**src/rtl/bcdalu_pkg.sv**
```systemverilog
// Package with the transaction types and arithmetic functions of the BCD/binary add-subtract ALU.
package bcdalu_pkg;

    typedef logic [7:0] data_t;

    localparam logic OP_ADD = 1'b0;
    localparam logic OP_SUB = 1'b1;

    localparam logic [8:0] DEC_WRAP = 9'd100;
    localparam logic [8:0] DEC_MAX = 9'd99;
    localparam data_t DEC_HUNDRED = 8'd100;
    localparam data_t DEC_TWO_HUNDRED = 8'd200;
    localparam logic [14:0] DIV10_RECIP = 15'd205;
    localparam int DIV10_SHIFT = 11;
    localparam data_t SIGN_MASK = 8'h80;

    typedef struct packed {
        logic  op;
        data_t accumulator;
        data_t operand;
        logic  carry_in;
        logic  bcd_mode;
        logic  overflow_in;
    } in_item_t;

    typedef struct packed {
        data_t sum;
        logic  carry_out;
        logic  overflow_out;
        logic  negative;
        logic  zero;
    } result_t;

    // Reads a byte digit-wise as hi*10+lo; nibbles above nine count at face value.
    function automatic data_t dec_value(input data_t b);
        data_t hi;
        data_t lo;
        hi = {4'd0, b[7:4]};
        lo = {4'd0, b[3:0]};
        return (hi << 3) + (hi << 1) + lo;
    endfunction

    // Packs (r mod 100) as two decimal digits.
    function automatic data_t dec_encode(input data_t r);
        logic [6:0]  m;
        logic [14:0] prod;
        logic [3:0]  hi;
        data_t       hi_x10;
        data_t       lo_wide;
        if (r >= DEC_TWO_HUNDRED)
        begin
            m = 7'(r - DEC_TWO_HUNDRED);
        end
        else if (r >= DEC_HUNDRED)
        begin
            m = 7'(r - DEC_HUNDRED);
        end
        else
        begin
            m = r[6:0];
        end
        prod = 15'(m) * DIV10_RECIP;
        hi = prod[DIV10_SHIFT +: 4];
        hi_x10 = {1'b0, hi, 3'b000} + {3'b000, hi, 1'b0};
        lo_wide = {1'b0, m} - hi_x10;
        return {hi, lo_wide[3:0]};
    endfunction

    function automatic result_t alu_compute(input in_item_t x);
        result_t     res;
        data_t       da;
        data_t       db;
        data_t       bb;
        data_t       r;
        logic [8:0]  t_add;
        logic [9:0]  t_sub;
        logic [9:0]  t_sub_wrap;
        logic [8:0]  u;
        logic        cout;
        logic        vout;
        da = dec_value(x.accumulator);
        db = dec_value(x.operand);
        bb = (x.op == OP_SUB) ? ~x.operand : x.operand;
        u = {1'b0, x.accumulator} + {1'b0, bb} + {8'd0, x.carry_in};
        t_add = {1'b0, da} + {1'b0, db} + {8'd0, x.carry_in};
        t_sub = {2'b00, da} - {2'b00, db} - {9'd0, ~x.carry_in};
        t_sub_wrap = t_sub + {1'b0, DEC_WRAP};
        if (x.bcd_mode)
        begin
            if (x.op == OP_SUB)
            begin
                cout = ~t_sub[9];
                r = t_sub[9] ? t_sub_wrap[7:0] : t_sub[7:0];
            end
            else
            begin
                cout = (t_add > DEC_MAX);
                r = cout ? 8'(t_add - DEC_WRAP) : t_add[7:0];
            end
            r = dec_encode(r);
            vout = x.overflow_in;
        end
        else
        begin
            cout = u[8];
            r = u[7:0];
            vout = |(~(x.accumulator ^ bb) & (x.accumulator ^ r) & SIGN_MASK);
        end
        res.sum = r;
        res.carry_out = cout;
        res.overflow_out = vout;
        res.negative = r[7];
        res.zero = (r == 8'd0);
        return res;
    endfunction

endpackage

```
**src/rtl/bcd_binary_add_subtract_alu.sv**
```systemverilog
// Top level of the BCD/binary add-subtract ALU with input and result registers.
// An accepted transaction goes into the input register, which feeds the result register.
// Throughput: one transaction per cycle while out_stall does not hold the result.
// A stalled result holds the result register, and the input register then holds too.
// Reset (rst_n, asynchronous, active low) clears only the two valid flags, not the data.
module bcd_binary_add_subtract_alu (
    input  logic               clk,
    input  logic               rst_n,
    input  logic               in_valid,
    output logic               in_stall,
    input  logic               op,
    input  bcdalu_pkg::data_t  accumulator,
    input  bcdalu_pkg::data_t  operand,
    input  logic               carry_in,
    input  logic               bcd_mode,
    input  logic               overflow_in,
    output logic               out_valid,
    input  logic               out_stall,
    output bcdalu_pkg::data_t  sum,
    output logic               carry_out,
    output logic               overflow_out,
    output logic               negative,
    output logic               zero
);
    import bcdalu_pkg::*;

    logic     s1_valid_reg;
    in_item_t s1_item_reg;
    logic     out_valid_reg;
    result_t  out_item_reg;
    result_t  out_item_next;
    logic     out_load;
    logic     in_accept;

    assign out_load = s1_valid_reg && (!out_valid_reg || !out_stall);
    assign in_stall = s1_valid_reg && !out_load;
    assign in_accept = in_valid && !in_stall;
    assign out_item_next = alu_compute(s1_item_reg);

    always_ff @(posedge clk or negedge rst_n)
    begin
        if (!rst_n)
        begin
            s1_valid_reg <= 1'b0;
            out_valid_reg <= 1'b0;
        end
        else
        begin
            if (!in_stall)
            begin
                s1_valid_reg <= in_valid;
            end
            if (!out_valid_reg || !out_stall)
            begin
                out_valid_reg <= s1_valid_reg;
            end
        end
    end

    always_ff @(posedge clk)
    begin
        if (in_accept)
        begin
            s1_item_reg.op <= op;
            s1_item_reg.accumulator <= accumulator;
            s1_item_reg.operand <= operand;
            s1_item_reg.carry_in <= carry_in;
            s1_item_reg.bcd_mode <= bcd_mode;
            s1_item_reg.overflow_in <= overflow_in;
        end
        if (out_load)
        begin
            out_item_reg <= out_item_next;
        end
    end

    assign out_valid = out_valid_reg;
    assign sum = out_item_reg.sum;
    assign carry_out = out_item_reg.carry_out;
    assign overflow_out = out_item_reg.overflow_out;
    assign negative = out_item_reg.negative;
    assign zero = out_item_reg.zero;

`ifndef ASSERT_OFF
    a_accept_loads_stage: assert property (@(posedge clk) disable iff (!rst_n)
        in_accept |=> s1_valid_reg)
        else $error("Accepted transaction did not reach the input register.");

    a_blocked_stage_holds: assert property (@(posedge clk) disable iff (!rst_n)
        (s1_valid_reg && !out_load) |=> (s1_valid_reg && $stable(s1_item_reg)))
        else $error("Blocked input register lost or changed its transaction.");

    a_zero_flag: assert property (@(posedge clk) disable iff (!rst_n)
        out_valid_reg |-> (zero == (sum == 8'd0)))
        else $error("Zero flag disagrees with the result byte.");

    a_negative_flag: assert property (@(posedge clk) disable iff (!rst_n)
        out_valid_reg |-> (negative == sum[7]))
        else $error("Negative flag disagrees with the result byte.");
`endif

endmodule

```
**config.mk**
```make
export PLATFORM = sky130hd
export DESIGN_NAME = bcd_binary_add_subtract_alu
export DESIGN_NICKNAME = d
export VERILOG_FILES = /design/src/rtl/bcdalu_pkg.sv /design/src/rtl/bcd_binary_add_subtract_alu.sv
export SDC_FILE = /design/constraint.sdc
export NUM_CORES = 1
export LEC_CHECK = 0
export ABC_AREA = 0
export BUFFER_PORTS_ARGS = -buffer_cell sky130_fd_sc_hd__buf_4
export CAP_MARGIN = 10
export CELL_PAD_IN_SITES_DETAIL_PLACEMENT = 0
export CELL_PAD_IN_SITES_GLOBAL_PLACEMENT = 1
export CORE_ASPECT_RATIO = 2
export CORE_MARGIN = 4
export CORE_UTILIZATION = 25
export DETAILED_ROUTE_END_ITERATION = 10
export MAX_ROUTING_LAYER = met4
export PLACE_DENSITY_LB_ADDON = 0.1
export SYNTH_ARGS = -nofsm -noshare
export SYNTH_HDL_FRONTEND = slang
export SYNTH_SLANG_ARGS = --single-unit
```
**constraint.sdc**
```tcl
create_clock -name clk -period 11.72 [get_ports clk]
set_clock_uncertainty 0.15 [all_clocks]
set_input_delay 0.586 -clock clk [delete_from_list [all_inputs] [get_ports clk]]
set_output_delay 0.586 -clock clk [all_outputs]
set_load 0.01 [all_outputs]
```
==> results.json, run 1 <==
{
  "maxSlewViolCount": 0,
  "outcome": "finished, final reports clean",
  "drc": 0,
  "initial_core_util": 0.254,
  "die_h_um": 209,
  "synth_seq_cells": 33,
  "synthArstFlopShare": 0.0606,
  "grt_max_degree": 23,
  "yosysWarnings": 0,
  "synth.most_common_cell": "ha_1",
  "rsz0062_at_grt": "false",
  "slowest_delay_ns": 0.56,
  "vias": 4093,
  "r2r_slack_ns": 0.97,
  "critPathLaunchType": "flip-flop",
  "syn_area_um2": 5070,
  "required_ns": 11.66,
  "num_io_pins": 38,
  "die_width_um": 109,
  "diodes": 0,
  "fin_nets": 709,
  "max_cap_viol_count": 0,
  "grt_first_pass_wirelength_um": 23200,
  "max_freq_ghz": 0.0930,
  "dieArea_um2": 22700,
  "synth_flop_cell": "edfxtp_1",
  "r2r_cells": 45,
  "synth-edff-count": 31,
  "syn_nets": 672,
  "yosys.area.top_type": "ha_1",
  "holdPathStages": 1,
  "synth_top_area_frac": 0.200,
  "rows": 73,
  "clock_latency_ns": 0.28,
  "core_area_um2": 19900,
  "avgSynthCellArea_um2": 9.21,
  "portBuffers": 37,
  "finalSetupTns_ns": 0,
  "cts_tree": "yes",
  "fill_cells": 2213,
  "slew_headroom": 0.413,
  "root_buffer": "clkbuf_16",
  "path_class": "reg -> reg",
  "setup_viol": 0,
  "numCtsBuffers": 5,
  "path_common_cell": "inv_1",
  "synth.yosys.seq_area_share": 0.194,
  "multi_input_area_um2": 3800,
  "area_growth_pct": 15.2,
  "drt_first_pass_iters": 4,
  "routed_wl_um": 14700,
  "synth_common_cells": "81 x ha_1, 66 x inv_1, 34 x a21oi_1, 32 x nor2_1, 31 x edfxtp_1",
  "drtIter0Drc": 141,
  "period_share": 0.917,
  "cp_slowest_cell": "a31oi_1",
  "endpoint_kind": "flip-flop",
  "grt_overflow": 0,
  "tightest_slew_ns": 0.881,
  "wl_per_cell_um": 17.2,
  "syn_inst": 550,
  "worstPathMaxFanout": 11,
  "ant_nets": 0,
  "cts.sinks": 33,
  "globalplace.congestion": 0.817,
  "layout-drive-gt1-share": 0.136,
  "yosys-top-cells-area": "ha_1 20%, edfxtp_1 18%, fa_1 6.7%, inv_1 4.9%, xnor2_1 4.8%",
  "hp-class": "in -> reg",
  "htree_levels": 2,
  "cts_buffer_depth": 2,
  "largest_register_ffs": 20,
  "seqCellArea_um2": 981,
  "grt_pass1_vias": 4320,
  "synth_cell_types": 81,
  "antenna_found_initial": 0,
  "fin_crit_ns": 10.75,
  "viasPerCell": 4.82,
  "dp_hpwl_um": 12900,
  "clk_pin_slew_worst_paths_ns": 0.05,
  "track_usage": 0.136,
  "arrival_ns": 10.69,
  "final_hold_viol_count": 0
}
==> cell type report <==
type                            instances  area share
Timing Repair Buffer                   42      0.0544
Inverter                               66      0.0424
Multi-Input combinational cell        439       0.651
Clock inverter                          2     0.00579
Sequential cell                        33       0.168
Tap cell                              262      0.0562
Clock buffer                            6      0.0221
==> kinds of logic after synthesis <==
family / count (synthesis) / share of synthesized area
muxes: 7 / 0.0141
DFF: 33 / 0.194
buffers and inverters: 78 / 0.0625
adders and majority gates: 98 / 0.267
xor gates and xnor gates: 50 / 0.0923
AOI/OAI and AO/OA: 148 / 0.219
and+or+nand+nor: 136 / 0.151
==> worst paths after layout <==
path,from,to
setup / recovery,s1_item_reg[14],zero
hold / removal,accumulator[7],s1_item_reg[18]
max in group asynchronous,rst_n,out_valid
min in group asynchronous,rst_n,s1_valid_reg
setup reg to reg,s1_item_reg[14],zero
hold reg to reg,s1_valid_reg,out_valid
==> critical path, delay by kind of cell, from the launching register on <==
| kind | cells | cell delay [ns] |
|---|---|---|
| xor gates and xnor gates | 3 | 0.55 |
| AOI/OAI and AO/OA | 15 | 3.34 |
| adders and majority gates | 10 | 3.81 |
| muxes | 1 | 0.33 |
| and+or+nand+nor | 8 | 1.28 |
| DFF | 1 | 0.35 |
| buffers and inverters | 8 | 0.73 |
==> layout by cell type, fill, tap and decap left out, drive strengths merged, types with 4 or more instances in the layout <==
master,count
inv,66
o21bai,5
and2,5
a211oi,6
o21ai,21
edfxtp,31
fa,17
nor4,5
a21o,15
or2,5
nor2,33
nor3,10
a31oi,7
o31ai,5
mux2i,6
nand4,6
o311ai,4
nand3,12
nand2,24
o211ai,10
xnor2,31
a2111oi,8
ha,81
o21a,5
buf,41
xor2,19
clkbuf,6
nand2b,5
nor2b,11
a21oi,35
==> layer usage <==
layer | up-vias | GRT usage | part of all wire
li1 | 2081 | - | -
met1 | 1950 | 0.127 | 0.34
met2 | 44 | 0.280 | 0.62
met3 | 18 | 0.00831 | 0.011
met4 | 0 | 0.0427 | 0.027
met5 | - | - | 0
==> stage by stage <==
step	setup slack [ns]	instance area [um^2]	hold WS, ns	util	cells
after floorplan	1.92	5070	0.140	-	550
after global placement	0.747	5630	0.220	0.283	840
after detailed placement	0.492	5630	0.222	0.283	840
after CTS	0.465	5800	0.321	0.291	849
after global routing	0.0145	5840	0.322	0.293	850
final	0.969	5840	0.331	0.293	850
==> timing repair <==
action	in CTS	in global routing
hold endpoints to repair	2	0
hold buffers	1	0
gates resized for setup	0	6
setup endpoints to repair	0	2
buffers inserted	0	1
Power of run 1 is not shown: default switching activity piles up to over one toggle a cycle in this logic, so the estimate is an artifact.
==> run 2, diff against run 1 <==
==> constraint.sdc (replaced) <==
create_clock -name clk -period 11.72 [get_ports clk]
set_clock_uncertainty 0.15 [all_clocks]
set_input_delay 2.344 -clock clk [delete_from_list [all_inputs] [get_ports clk]]
set_output_delay 2.344 -clock clk [all_outputs]
set_load 0.01 [all_outputs]
==> run 2 against run 1 <==
Final cell count fell by 0.12%. Wire length fell by 0.20%. Via count rose by 0.12%. Sequential share of layout area barely moved. Worst hold slack improved by 0.0069 ns. Die area did not move. Non-clock buffer count fell by 1. Setup slack got worse by 0.017 ns. Global-route usage barely moved. Count of clock-buffer cells in the layout did not move.
==> results.json, run 2 (synthesized netlist as in run 1, its figures left out) <==
{
  "outcome": "finished, final reports clean",
  "die_width_um": 109,
  "grt_overflow": 0,
  "endpoint_kind": "flip-flop",
  "critPathLaunchType": "flip-flop",
  "fin_nets": 708,
  "worstPathMaxFanout": 11,
  "track_usage": 0.136,
  "cts_tree": "yes",
  "final_core_utilization": 0.293,
  "drt_first_pass_iters": 4,
  "drc": 0,
  "setup_viol": 0,
  "numCtsBuffers": 5,
  "cts_buffer_depth": 2,
  "clk_pin_slew_worst_paths_ns": 0.05,
  "arrival_ns": 10.71,
  "period_share": 0.919,
  "root_buffer": "clkbuf_16",
  "slowest_delay_ns": 0.56,
  "rows": 73,
  "cts.sinks": 33,
  "path_class": "reg -> reg",
  "drtIter0Drc": 126,
  "vias": 4098,
  "wl_per_cell_um": 17.2,
  "antenna_found_initial": 0,
  "clock_latency_ns": 0.28,
  "portBuffers": 37,
  "routed_wl_um": 14600,
  "hold_buffers": 0,
  "area_growth_pct": 15.0,
  "grt_max_degree": 23,
  "fill_cells": 2214,
  "final_hold_viol_count": 0,
  "fin_crit_ns": 10.77,
  "diodes": 0,
  "maxSlewViolCount": 0,
  "globalplace.congestion": 0.817,
  "tightest_slew_ns": 0.881,
  "num_io_pins": 38,
  "layout-drive-gt1-share": 0.136,
  "grt_first_pass_wirelength_um": 23200,
  "viasPerCell": 4.83,
  "rsz0062_at_grt": "false",
  "hp-class": "reg -> reg",
  "cp_slowest_cell": "a31oi_1",
  "slew_headroom": 0.413,
  "layout_common_cells": "80 x ha_1, 66 x inv_1, 41 x buf_4",
  "dieArea_um2": 22700,
  "mostFrequentLayoutCell": "ha_1",
  "dp_hpwl_um": 12900,
  "ant_nets": 0,
  "path_common_cell": "inv_1",
  "core_area_um2": 19900,
  "max_cap_viol_count": 0,
  "grt_pass1_vias": 4318,
  "die_h_um": 209,
  "initial_core_util": 0.254,
  "required_ns": 11.66,
  "max_freq_ghz": 0.0929,
  "finalSetupTns_ns": 0,
  "largest_register_ffs": 20,
  "htree_levels": 2
}
-- run 2: final timing paths --
kind | from | end | slack [ns] | cells past startpoint
max reg2reg | s1_item_reg[14] | zero | 0.95 | 45
min in group asynchronous | rst_n | s1_valid_reg | 1.69 | 1
max | s1_item_reg[14] | zero | 0.95 | 45
min reg2reg | s1_valid_reg | out_valid | 0.34 | 1
max in group asynchronous | rst_n | out_valid | 9.65 | 1
min | s1_valid_reg | out_valid | 0.34 | 1
-- run 2: cell type report --
| type | instances | area (um^2) | area share |
|---|---|---|---|
| sequential | 33 | 981 | 0.168 |
| clock buffer | 6 | 129 | 0.0221 |
| timing repair buffer | 41 | 308 | 0.0528 |
| clock inverter | 2 | 33.8 | 0.00580 |
| multi-input combinational | 439 | 3800 | 0.652 |
| tap | 262 | 328 | 0.0563 |
| inverter | 66 | 248 | 0.0425 |
-- run 2: critical path: cells and delay by family, from the launching register on --
kind | cells | cell delay, ns
xor gates and xnor gates | 3 | 0.54
muxes | 1 | 0.32
adders and majority gates | 10 | 3.82
AOI/OAI and AO/OA | 15 | 3.36
DFF | 1 | 0.35
buffers and inverters | 8 | 0.73
and+or+nand+nor | 8 | 1.32
-- run 2: layer usage --
layer / share of wire / vias to the layer above / GRT usage / wire length [um]
li1: - / 2081 / - / -
met1: 0.33 / 1947 / 0.127 / 4890
met2: 0.62 / 54 / 0.280 / 9140
met3: 0.013 / 16 / 0.00831 / 196
met5: 0 / - / - / 0
met4: 0.027 / 0 / 0.0427 / 396
-- run 2: what timing repair did --
item | in CTS | in global routing
endpoints found under the setup margin | 0 | 2
hold endpoints to repair | 0 | 0
buffers inserted | 0 | 1
gates resized for setup | 0 | 6
-- run 2: per-stage QoR --
step | setup slack (ns) | instances | instance area, um^2 | hold slack, ns
after floorplan | 1.92 | 550 | 5070 | 0.293
after global placement | 0.747 | 840 | 5630 | 0.303
after detailed placement | 0.492 | 840 | 5630 | 0.322
after CTS | 0.465 | 848 | 5790 | 0.337
after global routing | 0.0145 | 849 | 5830 | 0.363
final | 0.952 | 849 | 5830 | 0.338
Power of run 2 is left out for the same reason.
